File: config.mk
export PLATFORM = sky130hd
export DESIGN_NAME = lppp_back
export DESIGN_NICKNAME = d
export VERILOG_FILES = /design/src/rtl/lppp_pkg.sv /design/src/rtl/lppp_back.sv
export SDC_FILE = /design/constraint.sdc
export NUM_CORES = 1
export LEC_CHECK = 0
export BUFFER_PORTS_ARGS = -buffer_cell sky130_fd_sc_hd__buf_2
export CORE_AREA = 2 2 97 99
export CTS_CLUSTER_DIAMETER = 150
export CTS_CLUSTER_SIZE = 24
export DETAILED_ROUTE_END_ITERATION = 8
export DIE_AREA = 0 0 99 101
export GPL_TIMING_DRIVEN = 0
export PLACE_DENSITY = 0.63
export SYNTH_ARGS = -nofsm -noshare
export SYNTH_HDL_FRONTEND = slang
export SYNTH_SLANG_ARGS = --single-unit
File: constraint.sdc
create_clock -name i_clk -period 2.69 [get_ports i_clk]
set_clock_uncertainty 0.15 [all_clocks]
set_input_delay 0.1345 -clock i_clk [delete_from_list [all_inputs] [get_ports i_clk]]
set_output_delay 0.1345 -clock i_clk [all_outputs]
set_load 0.005 [all_outputs]
File: src/rtl/lppp_pkg.sv
// ----------------------------------------------------------------------------
// lppp_pkg
// Shared types and constants for the lidar point to pixel projection block.
// ----------------------------------------------------------------------------
package lppp_pkg;

    localparam int COORD_W = 24;   // lidar coordinate, signed
    localparam int CAM_W   = 25;   // camera coordinate, signed
    localparam int FOCAL_W = 27;
    localparam int DEPTH_W = 23;
    localparam int SIZE_W  = 11;
    localparam int PIX_W   = 10;
    localparam int CFG_W   = 27;
    localparam int IDX_W   = 3;
    localparam int NUM_W   = 54;   // c*Z + X*f, signed
    localparam int REM_W   = 56;   // 2|num| + den, unsigned

    localparam logic [IDX_W-1:0] CFG_FOCAL  = 3'd0;
    localparam logic [IDX_W-1:0] CFG_CU     = 3'd1;
    localparam logic [IDX_W-1:0] CFG_CV     = 3'd2;
    localparam logic [IDX_W-1:0] CFG_DMIN   = 3'd3;
    localparam logic [IDX_W-1:0] CFG_DMAX   = 3'd4;
    localparam logic [IDX_W-1:0] CFG_WIDTH  = 3'd5;
    localparam logic [IDX_W-1:0] CFG_HEIGHT = 3'd6;

    typedef struct packed {
        logic [FOCAL_W-1:0] focal_length;
        logic [FOCAL_W-1:0] center_u;
        logic [FOCAL_W-1:0] center_v;
        logic [DEPTH_W-1:0] depth_min;
        logic [DEPTH_W-1:0] depth_max;
        logic [SIZE_W-1:0]  image_width;
        logic [SIZE_W-1:0]  image_height;
    } t_cfg;

    // sideband that rides along the divider chain
    typedef struct packed {
        logic [DEPTH_W-1:0] depth;    // saturated Z, also the divisor base
        logic               win_ok;   // 0 < Z, depth_min <= Z <= depth_max
        logic               neg_u;    // numerator sign, column
        logic               neg_v;    // numerator sign, row
    } t_side;

endpackage

File: src/rtl/lppp_back.sv
// ----------------------------------------------------------------------------
// lppp_back
// Image bounds check and output register.
// ----------------------------------------------------------------------------
module lppp_back #(
    parameter int MAX_DIM = 1024,
    parameter int QW      = 11
) (
    input  logic                         i_clk,
    input  logic                         i_rst_n,
    input  lppp_pkg::t_cfg               i_cfg,
    input  logic                         i_valid,
    output logic                         o_ready,
    input  logic [QW-1:0]                i_q_u,
    input  logic [QW-1:0]                i_q_v,
    input  lppp_pkg::t_side              i_side,
    output logic                         o_valid,
    input  logic                         i_ready,
    output logic [lppp_pkg::PIX_W-1:0]   o_u,
    output logic [lppp_pkg::PIX_W-1:0]   o_v,
    output logic [lppp_pkg::DEPTH_W-1:0] o_depth,
    output logic                         o_hit
);
    localparam int LW = (QW > lppp_pkg::SIZE_W) ? QW : lppp_pkg::SIZE_W;
    localparam logic [LW-1:0] DIM_MAX = LW'(MAX_DIM);

    logic [LW-1:0] lim_u, lim_v, qu, qv;
    logic          ok_u, ok_v, hit;

    logic r_v, r_hit;
    logic [lppp_pkg::PIX_W-1:0]   r_u, r_v_pix;
    logic [lppp_pkg::DEPTH_W-1:0] r_dep;

    assign o_ready = !r_v || i_ready;

    always_comb begin
        lim_u = (LW'(i_cfg.image_width) > DIM_MAX) ? DIM_MAX : LW'(i_cfg.image_width);
        lim_v = (LW'(i_cfg.image_height) > DIM_MAX) ? DIM_MAX : LW'(i_cfg.image_height);
        qu    = LW'(i_q_u);
        qv    = LW'(i_q_v);
        // negative numerator only lands in the image when it rounds to zero
        ok_u  = (qu < lim_u) && (!i_side.neg_u || (qu == '0));
        ok_v  = (qv < lim_v) && (!i_side.neg_v || (qv == '0));
        hit   = i_side.win_ok && ok_u && ok_v;
    end

    always_ff @(posedge i_clk) begin
        if (!i_rst_n) begin
            r_v <= 1'b0;
        end else if (o_ready) begin
            r_v <= i_valid;
        end
    end

    always_ff @(posedge i_clk) begin
        if (o_ready) begin
            r_hit   <= hit;
            r_u     <= hit ? lppp_pkg::PIX_W'(i_q_u) : '0;
            r_v_pix <= hit ? lppp_pkg::PIX_W'(i_q_v) : '0;
            r_dep   <= i_side.depth;
        end
    end

    assign o_valid = r_v;
    assign o_u     = r_u;
    assign o_v     = r_v_pix;
    assign o_depth = r_dep;
    assign o_hit   = r_hit;

endmodule

---- After elaboration in Yosys (flattened, before gate mapping) ----
Index checks and enable logic that the tools add are counted.
storage, ports and cells
  register bits ........................... 45
  latch bits .............................. 0
  RAM bits ................................ 0
  ROM bits ................................ 0
  bits of input ports ..................... 201
  output and inout bits ................... 46
  word-level logic and storage cells ...... 23
  memories kept ........................... 0
cells by class
  add/subtract/negate cells ............... 0
  $mul .................................... 0
  div/mod/pow operators ................... 0
  order comparisons ....................... 4
  eq/ne operators ......................... 0
  shift-type cells ........................ 0
  multiplexer cells ....................... 2
  bitwise gates (word level) .............. 0
  reductions and logical operators ........ 12
operators by type and width
  kind                                                    count
  greater-than comparator 11 bit (second input constant)  2
  zero test 11 bit                                        2
  < comparator 11 bit                                     2
  2-to-1 mux 11 bit                                       2
  logical AND 1 bit                                       4
  zero test 1 bit                                         3
  logical OR 1 bit                                        3

---- Longest topological paths before layout ----
  word-level depth ........................ 6
  depth in mapped cells ................... 10
  depth with buffers taken out ............ 8

---- Least setup slack after synthesis ----
No wires, ideal clock.
  path type ............................... input to register
  from .................................... input i_cfg[10] (netlist bit)
  to ...................................... register r_u, in the netlist o_u[1] (data pin)
  library setup time ...................... 264 ps
  data arrival time ....................... 1558 ps
  data required time ...................... 2276 ps
  slack ................................... 718 ps
  stages .................................. 10
  path buffers ............................ 2
  cells stage by stage .................... inv_1 > clkbuf_1 > nand2_1 > ha_1 > nand4_1 > nor3_1 > o21ai_0 > nand4_1 > buf_6 > nor3b_2
between the ends
  longest elaborated chain between the ends .. 5
ends and longest elaborated chain
  item                            RTL line         text
  start: declaration              lppp_back.sv:11  input lppp_pkg::t_cfg i_cfg,
  greater-than comparator 11 bit  lppp_back.sv:38  lim_v = (LW'(i_cfg.image_height) > DIM_MAX) ? DIM_MAX : LW'(i_cfg.image_height);
  2-to-1 mux 11 bit (*)           lppp_back.sv:38
  < comparator 11 bit (*)         lppp_back.sv:43  ok_v = (qv < lim_v) && (!i_side.neg_v || (qv == '0));
  logical AND 1 bit (*)           lppp_back.sv:43
  logical AND 1 bit (*)           lppp_back.sv:44  hit = i_side.win_ok && ok_u && ok_v;
  end signal: assignment          lppp_back.sv:58  r_u <= hit ? lppp_pkg::PIX_W'(i_q_u) : '0;
  end: declaration                lppp_back.sv:31  logic [lppp_pkg::PIX_W-1:0] r_u, r_v_pix;
Mark *: on every way between the ends. The rest lies on a longest branch, timed or not.
A chain may end at the register's enable or synchronous reset.

---- Final worst setup path ----
  from .................................... input i_cfg[10] (netlist bit)
  to ...................................... register r_u, in the netlist o_u[2] (data pin)
Same word-level chain as after synthesis.

==> out/qor.csv <==
metric,value,unit
path_cells,"buf_2, inv_1, clkbuf_1, nand2_1, ha_1, o21ai_0, a31oi_1, o21ai_0, nand4_1, buf_6, nor3b_2",
synth_async_sr_flop_share,0,%
drt_wl_total,6.02,mm
netlist_top_cells_area,"edfxtp_1 60%, ha_1 11%, nor3b_2 11%, nand2_1 4.3%, a21oi_1 1.6%",
ys_seq_elements,45,
dp_cells,387,
grt_start_max_net_pins,25,
leakage,1.50,nW
synth_fp_nets,377,
clkPwrFrac,31.8,%
die_w,99,µm
drt_pre_antenna_iters,4,
cts_root_buffer,clkbuf_8,
grt_pass1_vias,1924,
route.detailed.drc,0,
critPathMaxStageDelay,0.35,ns
crit_type,in -> reg,
viasPerCell,4.43,
rsz0062_at_grt,false,
cts_buffer_depth,2,
syn_area_per_cell,14.1,µm²
overflow,0,
drv_cap,0,
synth.distinct_cells,25,
ant_nets,0,
synth_area,2200,µm²
cp-end-kind,flop,
layout.nets,529,
switchingPower,0.358,mW
drt_iter0_drc,28,
min-delay-start,i_q_u[7],
path_delay_family,buffers and inverters,
yosysWarningCount,0,
track_usage,11.8,%
sw_frac_of_total,22.6,%
hp-class,in -> reg,
critPathArrivalTime,2.17,ns
layout-drive-gt1-share,48.9,%
cts-buffers-inserted,5,
power.density,477,nW/µm²
syn_to_final_growth,51.1,%
die_h,101,µm
tritoncts,yes,
detail_route.wl_per_cell,14.3,µm
diodes,0,
setup-tns-final,0,ns
crit_required,2.68,ns
p_seq_share,52.0,%
clk-insertion-delay-late,0.29,ns
rows,35,
fin_crit_sh,81.2,%
fillers,864,
htreeDepth,2,
finalHoldViolCount,0,
initial_core_util,24.5,%
setup_viol,0,
worst-path-buf-inv,4,
clock_sinks,45,
layout_min_cycle_time,2.19,ns
hpwl,4.55,mm
combPwrFrac,16.3,%
cp_max_fo,10,
antenna_found_initial,0,
drv_slew,0,
maxSlewHeadroom,59.2,%
worst_slew_pin_slew,0.613,ns
yosys.area.top_type_share,60.2,%
coreArea,8980,µm²
postSynthCellCount,156,
synth_flop_cell,edfxtp_1,
status,finished clean,
yosys.area.top_type,edfxtp_1,
synth_edf_count,44,
r2r-start,o_valid,
yosysSeqAreaShare,61.1,%
layout.cells.non_filler,420,
cpMostUsedCell,o21ai_0,
grt_first_pass_wirelength,9.27,mm
finalPower,1.58,mW
critPathLaunch,i_cfg[10],
worst_ir_drop_vdd,0.189,mV
gp_congestion,0.870,
cp_slowest_cell,clkbuf_1,
cp-start-kind,input port,
portBuffers,119,
num_io_pins,247,
p_int,1.23,mW
fmax,458,MHz
path_clk_slew,0.09,ns
vias,1862,
die-area,10000,µm²
## power by group through the flow
stage	Combinational [mW]	Sequential [mW]	Clock, mW
after floorplan	0.0871	0.848	0
after global routing	0.289	0.828	0.549
final	0.258	0.823	0.503
after CTS	0.261	0.824	0.530
after global placement	0.221	0.840	0
after detailed placement	0.231	0.839	0
## registers in the layout, indices dropped and copies added (netlist names)
name	cells
o_valid	1
o_v	10
o_hit	1
o_u	10
o_depth	23
## what timing repair did
action / CTS / global route
buffers inserted: 0 / 0
gates resized for setup: 0 / 0
hold buffers: 25 / 0
endpoints found under the hold margin: 24 / 0
## cell usage after synthesis (2+ instances only)
master    number
ha_1          20
inv_1          3
a31oi_1        2
nor3_1         2
nor4_1         4
nand2_1       25
buf_2          2
nor2_1         4
a22oi_1        2
nor3b_1        3
o21ai_0        5
nor3b_2       19
edfxtp_1      44
buf_6          2
nand4_1        3
a21oi_1        7
## cell type report
type,count,area (µm²),share of cell area [%]
Buffer,5,36.3,1.09
Sequential cell,45,1340,40.4
Inverter,4,15.0,0.452
Clock buffer,6,72.6,2.19
Tap cell,111,139,4.19
Timing Repair Buffer,145,873,26.3
Multi-Input combinational cell,102,806,24.3
Clock inverter,2,35.0,1.06
## path summary, 6_finish.rpt
path | to | cells past startpoint | slack, ns
worst max-delay path | o_u[2] | 11 | 0.50
worst min-delay path | o_u[7] | 2 | 0.06
worst max register to register | o_valid | 4 | 0.75
worst min register to register | o_depth[22] | 1 | 0.84
## layout by cell type, fill, tap and decap left out, types with 2 or more instances in the layout
| cell | instances |
|---|---|
| clkbuf_1 | 2 |
| nand2_1 | 25 |
| nor4_1 | 4 |
| a31oi_1 | 2 |
| dlygate4sd3_1 | 25 |
| ha_1 | 20 |
| buf_2 | 121 |
| nand4_1 | 3 |
| nor3b_1 | 3 |
| inv_1 | 3 |
| clkbuf_8 | 5 |
| a22oi_1 | 2 |
| nor3_1 | 2 |
| edfxtp_1 | 44 |
| nor3b_2 | 19 |
| a21oi_1 | 7 |
| nor2_1 | 4 |
| buf_6 | 2 |
| o21ai_0 | 5 |
## logic make-up (layout without fill, tap and decap cells)
group	after synthesis	count (layout)	synth area share, %
fa+ha+maj	20	20	11.4
flops	45	45	61.1
simple gates	62	62	19.8
buf+inv	9	162	2.34
compound gates	20	20	5.41
## metal layers
layer / share of wire, % / vias to the layer above / GRT usage, %
met5: 0 / - / 0
met4: 1.5 / 0 / 3.69
met3: 7.3 / 6 / 2.43
met2: 49 / 93 / 20.4
met1: 42 / 866 / 14.7
li1: - / 897 / -
## stage by stage
stage	utilization [%]	hold slack, ns	instance area, µm²	worst slack [ns]
final	37.0	0.0571	3320	0.505
after global routing	37.0	0.0555	3320	0.259
after CTS	37.0	0.0393	3320	0.488
after detailed placement	33.0	0.163	2960	0.192
after global placement	32.6	0.161	2930	0.288
after floorplan	-	0.0834	2200	0.718
Power figures use the tool's default switching activity.
