File: src/rtl/lppp_pkg.sv
// ----------------------------------------------------------------------------
// lppp_pkg
// Shared types and constants for the lidar point to pixel projection block.
// ----------------------------------------------------------------------------
package lppp_pkg;

    localparam int COORD_W = 24;   // lidar coordinate, signed
    localparam int CAM_W   = 25;   // camera coordinate, signed
    localparam int FOCAL_W = 27;
    localparam int DEPTH_W = 23;
    localparam int SIZE_W  = 11;
    localparam int PIX_W   = 10;
    localparam int CFG_W   = 27;
    localparam int IDX_W   = 3;
    localparam int NUM_W   = 54;   // c*Z + X*f, signed
    localparam int REM_W   = 56;   // 2|num| + den, unsigned

    localparam logic [IDX_W-1:0] CFG_FOCAL  = 3'd0;
    localparam logic [IDX_W-1:0] CFG_CU     = 3'd1;
    localparam logic [IDX_W-1:0] CFG_CV     = 3'd2;
    localparam logic [IDX_W-1:0] CFG_DMIN   = 3'd3;
    localparam logic [IDX_W-1:0] CFG_DMAX   = 3'd4;
    localparam logic [IDX_W-1:0] CFG_WIDTH  = 3'd5;
    localparam logic [IDX_W-1:0] CFG_HEIGHT = 3'd6;

    typedef struct packed {
        logic [FOCAL_W-1:0] focal_length;
        logic [FOCAL_W-1:0] center_u;
        logic [FOCAL_W-1:0] center_v;
        logic [DEPTH_W-1:0] depth_min;
        logic [DEPTH_W-1:0] depth_max;
        logic [SIZE_W-1:0]  image_width;
        logic [SIZE_W-1:0]  image_height;
    } t_cfg;

    // sideband that rides along the divider chain
    typedef struct packed {
        logic [DEPTH_W-1:0] depth;    // saturated Z, also the divisor base
        logic               win_ok;   // 0 < Z, depth_min <= Z <= depth_max
        logic               neg_u;    // numerator sign, column
        logic               neg_v;    // numerator sign, row
    } t_side;

endpackage

File: src/rtl/lppp_cell.sv
// ----------------------------------------------------------------------------
// lppp_cell
// One restoring-division cell: produces quotient bit K for both axes.
// ----------------------------------------------------------------------------
module lppp_cell #(
    parameter int FRAC_BITS = 16,
    parameter int K         = 0,
    parameter int QW        = 11
) (
    input  logic                        i_clk,
    input  logic                        i_rst_n,
    input  logic                        i_valid,
    output logic                        o_ready,
    input  logic [lppp_pkg::REM_W-1:0]  i_rem_u,
    input  logic [lppp_pkg::REM_W-1:0]  i_rem_v,
    input  logic [QW-1:0]               i_q_u,
    input  logic [QW-1:0]               i_q_v,
    input  lppp_pkg::t_side             i_side,
    output logic                        o_valid,
    input  logic                        i_ready,
    output logic [lppp_pkg::REM_W-1:0]  o_rem_u,
    output logic [lppp_pkg::REM_W-1:0]  o_rem_v,
    output logic [QW-1:0]               o_q_u,
    output logic [QW-1:0]               o_q_v,
    output lppp_pkg::t_side             o_side
);
    localparam int RW  = lppp_pkg::REM_W;
    localparam int DSW = lppp_pkg::DEPTH_W + FRAC_BITS + 1 + K;
    localparam int CW  = (RW > DSW) ? RW : DSW;

    logic          r_v;
    logic [RW-1:0] r_rem_u, r_rem_v;
    logic [QW-1:0] r_q_u, r_q_v;
    lppp_pkg::t_side r_side;

    logic [CW-1:0] dsh;
    logic [CW:0]   diff_u, diff_v;
    logic          ge_u, ge_v;

    assign o_ready = !r_v || i_ready;

    always_comb begin
        dsh    = CW'(i_side.depth) << (FRAC_BITS + 1 + K);
        diff_u = {1'b0, CW'(i_rem_u)} - {1'b0, dsh};
        diff_v = {1'b0, CW'(i_rem_v)} - {1'b0, dsh};
        ge_u   = !diff_u[CW];
        ge_v   = !diff_v[CW];
    end

    always_ff @(posedge i_clk) begin
        if (!i_rst_n) begin
            r_v <= 1'b0;
        end else if (o_ready) begin
            r_v <= i_valid;
        end
    end

    always_ff @(posedge i_clk) begin
        if (o_ready) begin
            r_rem_u <= ge_u ? diff_u[RW-1:0] : i_rem_u;
            r_rem_v <= ge_v ? diff_v[RW-1:0] : i_rem_v;
            r_q_u   <= {i_q_u[QW-2:0], ge_u};
            r_q_v   <= {i_q_v[QW-2:0], ge_v};
            r_side  <= i_side;
        end
    end

    assign o_valid = r_v;
    assign o_rem_u = r_rem_u;
    assign o_rem_v = r_rem_v;
    assign o_q_u   = r_q_u;
    assign o_q_v   = r_q_v;
    assign o_side  = r_side;

endmodule

File: config.mk
export PLATFORM = sky130hd
export DESIGN_NAME = lppp_cell
export DESIGN_NICKNAME = d
export VERILOG_FILES = /design/src/rtl/lppp_pkg.sv /design/src/rtl/lppp_cell.sv
export SDC_FILE = /design/constraint.sdc
export NUM_CORES = 1
export LEC_CHECK = 0
export CORE_ASPECT_RATIO = 1.1
export CORE_MARGIN = 2
export CORE_UTILIZATION = 45
export CTS_CLUSTER_SIZE = 28
export DETAILED_ROUTE_END_ITERATION = 10
export DONT_BUFFER_PORTS = 1
export HOLD_SLACK_MARGIN = 0.03
export SYNTH_ARGS = -nofsm -noshare
export SYNTH_HDL_FRONTEND = slang
export SYNTH_SLANG_ARGS = --single-unit
File: constraint.sdc
create_clock -name i_clk -period 6 [get_ports i_clk]
set_input_delay 0.3 -clock i_clk [delete_from_list [all_inputs] [get_ports i_clk]]
set_output_delay 0.3 -clock i_clk [all_outputs]
set_load 0.005 [all_outputs]
# Word-level counts from Yosys, hierarchy flattened
# Cells that the tools add are included.
[op_classes]
reduce_logical = 4
n_mux = 2
n_addsub = 2
[op_table]
columns = ["operator", "count"]
rows = [
  ["subtractor 56 x 40 -> 57 bit", 2],
  ["two-way mux 56 bit", 2],
  ["logical NOT 1 bit", 3],
  ["logical OR 1 bit", 1],
]
[word_totals]
output_inout_bits = 162
reg_bits = 161

# Longest topological paths before layout
# Gate-level depths: netlist of the first run.
[depth]
depth_word = 2
mapped_depth = 13
ltp_nobuf = 12

# Least setup slack after synthesis of the first run
# No wires, ideal clock.
[synth_path]
path_type = "in2reg"
from = "input port i_ready"
to = "register r_v, in the netlist o_valid"
path_slack_ns = 1.057
required_time_ns = 5.661
t_arrival_ns = 4.604
setup_time_ns = 0.339
stages = 2
path_cell_list = "nand2b_1 -> a21boi_0"
[synth_via]
elab_chain_cells = 1
[synth_rtl]
columns = ["element", "line", "rtl"]
rows = [
  ["start: declaration", "lppp_cell.sv:20", "input logic i_ready,"],
  ["logical OR 1 bit", "lppp_cell.sv:40", "assign o_ready = !r_v || i_ready;"],
  ["end signal: assignment", "lppp_cell.sv:54", "r_v <= i_valid;"],
  ["end: declaration", "lppp_cell.sv:31", "logic r_v;"],
]
# No other way between the ends.
# A chain may end at the register's enable or synchronous reset.

# Final worst setup path of the first run
[layout_path]
from = "input port i_side[4] in the netlist's numbering"
to = "register r_rem_u[21], in the netlist o_rem_u[21], data pin"
[layout_via]
elab_chain_cells = 2
[layout_rtl]
columns = ["element", "line", "rtl"]
rows = [
  ["start: declaration", "lppp_cell.sv:18", "input lppp_pkg::t_side i_side,"],
  ["subtractor 56 x 40 -> 57 bit", "lppp_cell.sv:44", "diff_u = {1'b0, CW'(i_rem_u)} - {1'b0, dsh};"],
  ["two-way mux 56 bit", "lppp_cell.sv:60", "r_rem_u <= ge_u ? diff_u[RW-1:0] : i_rem_u;"],
  ["end signal: assignment", "lppp_cell.sv:60", ""],
  ["end: declaration", "lppp_cell.sv:32", "logic [RW-1:0] r_rem_u, r_rem_v;"],
]
# No other way between the ends.

==> results of run 1 <==
sequential cells by signal, summed over array words and instances, names as in the netlist:
signal / flops
o_side: 26
o_valid: 1
o_q_v: 11
o_q_u: 11
o_rem_v: 56
o_rem_u: 56
worst max-delay path, stage by stage:
cell and delay, ns:
inv_1 0.11, ha_1 0.30, nor2b_1 0.17, o31ai_1 0.14, a2111oi_0 0.62, o21ai_1 0.32
o31ai_4 0.60, buf_4 0.41, mux2_2 0.37
routing by layer:
metal	up-vias	part of all wire [%]
li1	2973	-
met4	0	2.8
met2	292	50
met3	37	11
met5	-	0
met1	2870	37
report_power, final:
group	internal [mW]	total (mW)	switching, mW	leakage, nW
Sequential	1.39	1.48	0.0834	1.66
Combinational	0.195	0.431	0.237	2.03
Clock	0.553	1.05	0.500	0.277
layout make-up:
cell class / count / area, sq um / share of cell area [%]
Timing Repair Buffer: 86 / 851 / 8.26
Clock inverter: 15 / 145 / 1.41
Inverter: 40 / 150 / 1.46
Clock buffer: 17 / 425 / 4.13
Sequential cell: 161 / 4820 / 46.8
Tap cell: 247 / 309 / 3.00
Multi-Input combinational cell: 527 / 3590 / 34.9
worst min-delay path by stage:
stage | cells after the start | to | slack [ns] | start
after floorplan | 0 | o_q_u[10]$_DFFE_PP_ | 0.40 | i_q_u[9]
after global placement | 0 | o_rem_v[12]$_DFFE_PP_ | 0.40 | i_rem_v[12]
after detailed placement | 0 | o_rem_v[6]$_DFFE_PP_ | 0.40 | i_rem_v[6]
after CTS | 2 | o_rem_v[18]$_DFFE_PP_ | 0.05 | i_rem_v[18]
after global routing | 1 | o_rem_v[53]$_DFFE_PP_ | 0.06 | i_rem_v[53]
final | 2 | o_rem_v[18]$_DFFE_PP_ | 0.07 | i_rem_v[18]
metrics by stage:
step	util, %	cell area, sq um	hold slack, ns	power, mW
floorplan	-	8670	0.399	1.77
global placement	46.8	8910	0.399	1.88
detailed placement	46.8	8910	0.399	1.89
CTS	54.1	10300	0.0452	2.99
global route	54.1	10300	0.0561	3.10
finish	54.1	10300	0.0667	2.96
kinds of logic after synthesis:
| family | count (synthesis) | synth area share [%] |
|---|---|---|
| multiplexers | 10 | 1.30 |
| AND/OR/NAND/NOR | 216 | 12.6 |
| flip-flops | 161 | 55.6 |
| adder cells (fa/ha/maj) | 48 | 7.10 |
| XOR/XNOR | 69 | 6.97 |
| AO/OA/AOI/OAI | 184 | 13.3 |
| buffers and inverters | 65 | 3.13 |
layout by cell type, fill, tap and decap left out, drive strengths merged, types with 5 or more instances in the layout:
master / n
nand2b: 7
edfxtp: 160
inv: 49
a31oi: 5
nor3: 15
o21ai: 40
dlygate4sd3: 82
nor2: 65
xor2: 30
o21a: 6
nand4: 12
ha: 46
o31ai: 5
clkbuf: 17
nor2b: 6
nand3: 14
a21o: 18
mux2: 10
and3: 6
nor4: 7
a21oi: 68
xnor2: 39
nand2: 57
==> results.toml, run 1 <==
[die]
ios = 326
fp.coreArea_sq_mm = 0.0190
fp.dieH_um = 150
die_x_um = 136
start_util_pct = 45.6
rows = 53
dieArea_sq_mm = 0.0204

[drt]
route.detailed.drc = 0
ant_nets = 0
vias = 6172
drt_wl_total_um = 24100
drt_iter0_markers = 384
dr.pass1.iters = 4
wl_per_cell_um = 22.1
vias_per_cell = 5.65

[critical_path]
worstPathMaxFanout = 29
cp-startpoint = "i_side[4]"
endpoint = "o_rem_u[21]$_DFFE_PP_"
regToRegStartpoint = "o_valid$_SDFFE_PN0P_"
cp.arrival_ns = 3.38
r2r_slack_ns = 3.80
worstSetupStartpointType = "input pin"
r2r_cells = 4
reg2reg_to = "o_valid$_SDFFE_PN0P_"
critPathCaptureType = "register"
critPathRequiredTime_ns = 6.18
worstSetupPathType = "in2reg"

[sta]
finalCritPeriodShare_pct = 53.3
hold_violations = 0
slew_headroom_pct = 33.0
tightest_slew_ns = 1.00
fin_setup_tns_ns = 0
rsz0062_at_grt = "no"
drv_slew = 0
min_period_ns = 3.20
fmax_ghz = 0.313
fin_worst_skew_ns = 0.00808
setup_ws_ns = 2.80
setup-violations-final = 0

[logic_synthesis]
synthCells = 753
seq_area_frac_synth_pct = 55.6
yosys_most_used_dff = "edfxtp_1"
syn_nets = 965
ys_warn_count = 0
syn_area_sq_mm = 0.00867
yosys.cell_types.count = 67
synth_area_leaders = "edfxtp_1 (55%), ha_1 (6.6%), xnor2_1 (3.9%)"
netlist.top_cell.by_area = "edfxtp_1"
synth-seq-cells = 161
synthTopCellsByCount = "edfxtp_1 (160), a21oi_1 (68), nor2_1 (65)"
synth_edf_count = 160
synth.top_cell.area_share_pct = 55.4
yosysMostFrequentCell = "edfxtp_1"
syn_avg_cell_area_sq_um = 11.5
async_reset_ff_share_pct = 0

[grt]
grt_pass1_wl_um = 34800
gr-total-overflow = 0
grt_pass1_vias = 6106
globalRoute.busiestLayer = "met2"
track_usage_pct = 22.9
antenna_found_initial = 0
grt_start_max_net_pins = 79
use_met3_pct = 9.45
met1_usage_pct = 25.2
met2_usage_pct = 39.5

[clock_tree]
clock_latency_ns = 0.43
cts_max_level = 4
cts_tree = "done"
cts_buffer_depth = 2
numCtsBuffers = 17
clk_pin_slew_ns = 0.07
cts_setup_buffers = 0
post_cts_resize_count = 0
numClockSinks = 161
cts_root_buffer = "clkbuf_16"
postCtsHoldBufs = 82

[min_path]
min_path_type = "in2reg"

[finish]
fin_cells = 1093
drive_gt1_share_pct = 7.45
num-fill-cells = 1669
area_delta_synth_final_pct = 18.7
nets = 1045
diodes = 0

[placed_design]
dp.cells = 979
post-place-ws_ns = 2.39
place.gp.congestion = 0.858
port_buffers = 0
hpwl_um = 18200

[run]
maxCapViolCount = 0

[run_status]
outcome = "completed"

[power_and_ir_drop]
p_leak_nw = 3.97
max-vdd-ir-drop_mv = 0.200
power_density_mw_per_mm2 = 288
Note: power is estimated with default switching activity, not from simulation.
==> run 2, diff against run 1 <==
- clock period: 6 -> 2.8 ns (I/O delays scaled with it)
==> run 2 against run 1 <==
Compared with the run above:
- non-clock buffer count grew 119
- critical path depth grew 3
- combinational power grew to 2.6 times the previous value
- largest cell class unchanged
==> results.toml, run 2 (same netlist as run 1, synthesis figures left out) <==
[run_status]
outcome = "completed"

[sta]
slew_headroom_pct = 54.4
tightest_slew_ns = 0.677
hold_violations = 0
fmax_ghz = 0.373
finalCritPeriodShare_pct = 95.9
setup-violations-final = 0
fin_worst_skew_ns = 0.00560
min_period_ns = 2.68
setup_ws_ns = 0.115
drv_slew = 0

[min_path]
worst_hold_startpoint = "i_rem_u[41]"
min_path_type = "in2reg"
worstHoldEndpoint = "o_rem_u[45]$_DFFE_PP_"
whs_path_depth = 3

[critical_path]
cp.arrival_ns = 2.86
worstSetupStartpointType = "input pin"
reg2reg_to = "o_valid$_SDFFE_PN0P_"
r2r_slack_ns = 1.09
regToRegStartpoint = "o_valid$_SDFFE_PN0P_"
r2r_cells = 3
worstPathMaxFanout = 29
critPathRequiredTime_ns = 2.97
critPathCaptureType = "register"
worstSetupPathType = "in2reg"

[die]
die_x_um = 136
dieArea_sq_mm = 0.0204
start_util_pct = 45.6
rows = 53
fp.dieH_um = 150
fp.coreArea_sq_mm = 0.0190
ios = 326

[placed_design]
port_buffers = 0
place.gp.congestion = 0.939
dp.cells = 1015
place_area_sq_mm = 0.00920
hpwl_um = 18800
post-place-ws_ns = -0.282

[drt]
drt_wl_total_um = 26700
ant_nets = 0
vias_per_cell = 5.71
route.detailed.drc = 0
vias = 6920
drt_iter0_markers = 396
dr.pass1.iters = 5
wl_per_cell_um = 22.0

[grt]
grt_pass1_vias = 6985
gr-total-overflow = 0
grt_pass1_wl_um = 38500
grt_start_max_net_pins = 59
antenna_found_initial = 0
track_usage_pct = 25.2

[finish]
drive_gt1_share_pct = 10.5
layout_common_cells = "dlygate4sd3_1 (164), edfxtp_1 (160), a21oi_1 (68), nor2_1 (65), nand2_1 (56)"
num-fill-cells = 1534
diodes = 0
nets = 1164
design_area_sq_mm = 0.0115
final_common_cell = "dlygate4sd3_1"
area_delta_synth_final_pct = 32.5
finish.utilization_pct = 60.4
fin_cells = 1212

[run]
maxCapViolCount = 0

[clock_tree]
cts_max_level = 4
cts_root_buffer = "clkbuf_16"
clock_latency_ns = 0.43
numCtsBuffers = 17
numClockSinks = 161
cts_tree = "done"
clk_pin_slew_ns = 0.07
cts_buffer_depth = 2

[power_and_ir_drop]
power_density_mw_per_mm2 = 589
max-vdd-ir-drop_mv = 0.470
power_mw = 6.77
p_leak_nw = 4.53
-- run 2: changes by cell type in the layout (fill, tap and decap cells not counted), moves of 2 or more --
cell,before,now
bufinv_16,0,3
buf_4,4,38
dlygate4sd3_1,82,164
buf_12,0,2
inv_8,5,1
-- run 2: report_power, final --
part | switching (mW) | internal, mW | leakage (nW)
registers | 0.185 | 2.99 | 1.66
logic | 0.567 | 0.543 | 2.57
clock network | 1.05 | 1.44 | 0.301
-- run 2: layout make-up --
class	instances	area, sq um	share of cell area, %
clock buffer	18	429	3.74
clock inverter	14	195	1.70
inverter	40	150	1.31
multi-input combinational	527	3600	31.4
sequential	161	4820	42.0
tap	247	309	2.69
timing repair buffer	205	1980	17.2
-- run 2: worst max path at each step --
stage | depth (start not counted) | slack [ns] | end | start
4_1_cts | 12 | 0.02 | o_rem_u[17]$_DFFE_PP_ | i_side[4]
2_1_floorplan | 2 | 0.02 | o_valid$_SDFFE_PN0P_ | o_valid$_SDFFE_PN0P_
6_report | 12 | 0.12 | o_rem_u[17]$_DFFE_PP_ | i_side[4]
3_5_place_dp | 13 | -0.28 | o_rem_u[54]$_DFFE_PP_ | i_side[4]
5_1_grt | 13 | -0.004 | o_rem_v[17]$_DFFE_PP_ | i_side[7]
3_3_place_gp | 13 | -0.10 | o_rem_u[54]$_DFFE_PP_ | i_side[4]
-- run 2: worst max-delay path, stage by stage --
cell and delay [ns]:
inv_1 0.03, ha_1 0.27, nor2b_1 0.19, o31ai_1 0.10, buf_4 0.15, a2111oi_0 0.38
buf_4 0.20, o21ai_2 0.11, o31ai_4 0.33, buf_6 0.29, a21oi_1 0.09, dlygate4sd3_1 0.56
-- run 2: timing repair --
item                       CTS  global route
hold endpoints to repair   159             0
resized for setup            0             4
buffers inserted             0             1
hold buffers               164             0
setup endpoints to repair    0             6
-- run 2: layer usage --
layer / track usage [%] / routed length, um / up-vias
li1: - / - / 3203
met1: 28.4 / 10100 / 3293
met2: 43.9 / 13300 / 370
met3: 8.20 / 2410 / 54
met4: 10.3 / 878 / 0
met5: 0 / 0 / -
-- run 2: stage by stage --
stage | hold slack (ns) | TNS [ns]
after floorplan | 0.239 | 0
after global routing | 0.0513 | -0.00441
after global placement | 0.239 | -1.03
final | 0.0518 | 0
after CTS | 0.0331 | 0
after detailed placement | 0.239 | -2.76
==> run 3, diff against run 2 <==
- ABC_CLOCK_PERIOD_IN_PS: unset -> 2800
- BUFFER_PORTS_ARGS: unset -> -buffer_cell sky130_fd_sc_hd__buf_2
- CTS_CLUSTER_DIAMETER: unset -> 60
- DONT_BUFFER_PORTS: 1 -> unset
- PLACE_DENSITY: unset -> 0.77
==> run 3 against run 2 <==
Compared with the run above:
- maximum frequency is 2.6% lower
- sequential cell count unchanged
- register-to-register slack lost 0.11 ns
- via count up 16%
- die area unchanged
- clock-buffer cell count unchanged
- largest cell class unchanged
- highest routed layer is now met5
- global-route usage increased by 2.4 points
==> results.toml, run 3 (same netlist as run 1, synthesis figures left out) <==
[finish]
area_delta_synth_final_pct = 48.8
nets = 1470
layout_common_cells = "buf_2 (322), edfxtp_1 (160), dlygate4sd3_1 (104), buf_4 (80), a21oi_1 (67)"
finish.utilization_pct = 67.8
num-fill-cells = 1469
drive_gt1_share_pct = 38.1
final_common_cell = "buf_2"
fin_cells = 1518
diodes = 0

[drt]
wl_met3_um = 2670
met1_length_um = 10700
highest_layer = "met5"
drt_wl_total_um = 28800
ant_nets = 0
dr.pass1.iters = 5
route.detailed.drc = 0
vias = 8046
wl_met2_um = 14600
wl_per_cell_um = 19.0
drt_iter0_markers = 476
vias_per_cell = 5.30

[die]
rows = 53
ios = 326
fp.dieH_um = 150
die_x_um = 136
fp.coreArea_sq_mm = 0.0190
dieArea_sq_mm = 0.0204
start_util_pct = 45.6

[power_and_ir_drop]
power_density_mw_per_mm2 = 537
max-vdd-ir-drop_mv = 0.424
p_leak_nw = 5.74
power_mw = 6.93

[critical_path]
slowest_delay_ns = 0.53
cp.arrival_ns = 2.93
cp.depth = 11
critPathCaptureType = "register"
slowest_stage = "dlygate4sd3_1"
crit_family = "buffers and inverters"
worstSetupStartpointType = "input pin"
worstSetupPathType = "in2reg"
cp_cell_sequence = "dlygate4sd3_1 -> buf_2 -> ha_1 -> o2111a_1 -> nor3_2 -> o31a_1 -> o21ba_4 -> nor3b_4 -> buf_4 -> or3_1 -> xnor2_1"
worstPathMaxFanout = 5
r2r_cells = 3
critPathRequiredTime_ns = 2.98
crit_buf_inv = 3

[clock_tree]
cts_root_buffer = "clkbuf_16"
cts_tree = "done"
cts_max_level = 4
cts_buffer_depth = 2
numClockSinks = 161
numCtsBuffers = 17
clk_pin_slew_ns = 0.07
clock_latency_ns = 0.42

[placed_design]
port_buffers = 323
place.gp.congestion = 0.903
hpwl_um = 21300
dp.cells = 1379
post-place-ws_ns = -0.262

[sta]
drv_slew = 0
fin_setup_tns_ns = 0
setup-violations-final = 0
min_period_ns = 2.76
setup_ws_ns = 0.0439
fin_worst_skew_ns = 0.00578
hold_violations = 0
finalCritPeriodShare_pct = 98.4
slew_headroom_pct = 53.2
tightest_slew_ns = 0.702
fmax_ghz = 0.363

[grt]
grt_pass1_vias = 8079
grt_start_max_net_pins = 64
gr-total-overflow = 0
track_usage_pct = 27.6
grt_pass1_wl_um = 42600
antenna_found_initial = 2

[run_status]
outcome = "completed"

[min_path]
min_path_type = "in2reg"
whs_path_depth = 3

[run]
maxCapViolCount = 0
-- run 3: cell count changes in the layout (fill, tap and decap cells not counted), sizes merged --
cell         change
clkinv           -1
buf            +366
clkinvlp         +2
inv              +2
bufinv           -3
dlygate4sd3     -60
-- run 3: what timing repair did --
action                     CTS  global route
gates resized for setup      0            30
setup endpoints to repair    0            65
setup buffers                0             4
hold buffers               104             0
hold endpoints to repair   103             0
-- run 3: worst min-delay path, delay by kind of cell --
family                 cells  cell delay (ns)
AOI/OAI and AO/OA          1             0.08
and+or+nand+nor            1             0.04
buffers and inverters      1             0.09
-- run 3: worst paths after layout --
kind	startpoint	endpoint	slack [ns]
hold / removal	i_rem_v[23]	o_rem_v[23]$_DFFE_PP_	0.04
hold reg to reg	o_valid$_SDFFE_PN0P_	o_rem_u[6]$_DFFE_PP_	1.09
setup / recovery	i_rem_v[19]	o_rem_v[54]$_DFFE_PP_	0.04
setup reg to reg	o_valid$_SDFFE_PN0P_	o_valid$_SDFFE_PN0P_	0.98
-- run 3: per-layer routing --
layer / up-vias / global-route usage (%)
met2: 360 / 49.7
met4: 4 / 8.96
li1: 3813 / -
met1: 3820 / 31.1
met5: - / 0
met3: 49 / 8.23
-- run 3: where the power goes --
group | switching [mW] | internal, mW | total [mW]
Combinational | 0.819 | 0.790 | 1.61
Sequential | 0.0715 | 2.97 | 3.04
Clock | 1.09 | 1.19 | 2.28
Total | 1.98 | 4.95 | 6.93
-- run 3: layout make-up --
cell class,instances,area (sq um),area share (%)
Sequential cell,161,4820,37.4
Multi-Input combinational cell,527,3710,28.7
Timing Repair Buffer,511,3340,25.9
Clock buffer,18,429,3.33
Tap cell,247,309,2.39
Inverter,40,150,1.16
Clock inverter,14,141,1.10
-- run 3: per-stage QoR --
step	hold WS (ns)	instance area [sq um]
5_1_grt	0.0376	12900
2_1_floorplan	0.239	8680
3_3_place_gp	0.317	11200
3_5_place_dp	0.318	11200
4_1_cts	0.0304	12800
6_report	0.0444	12900
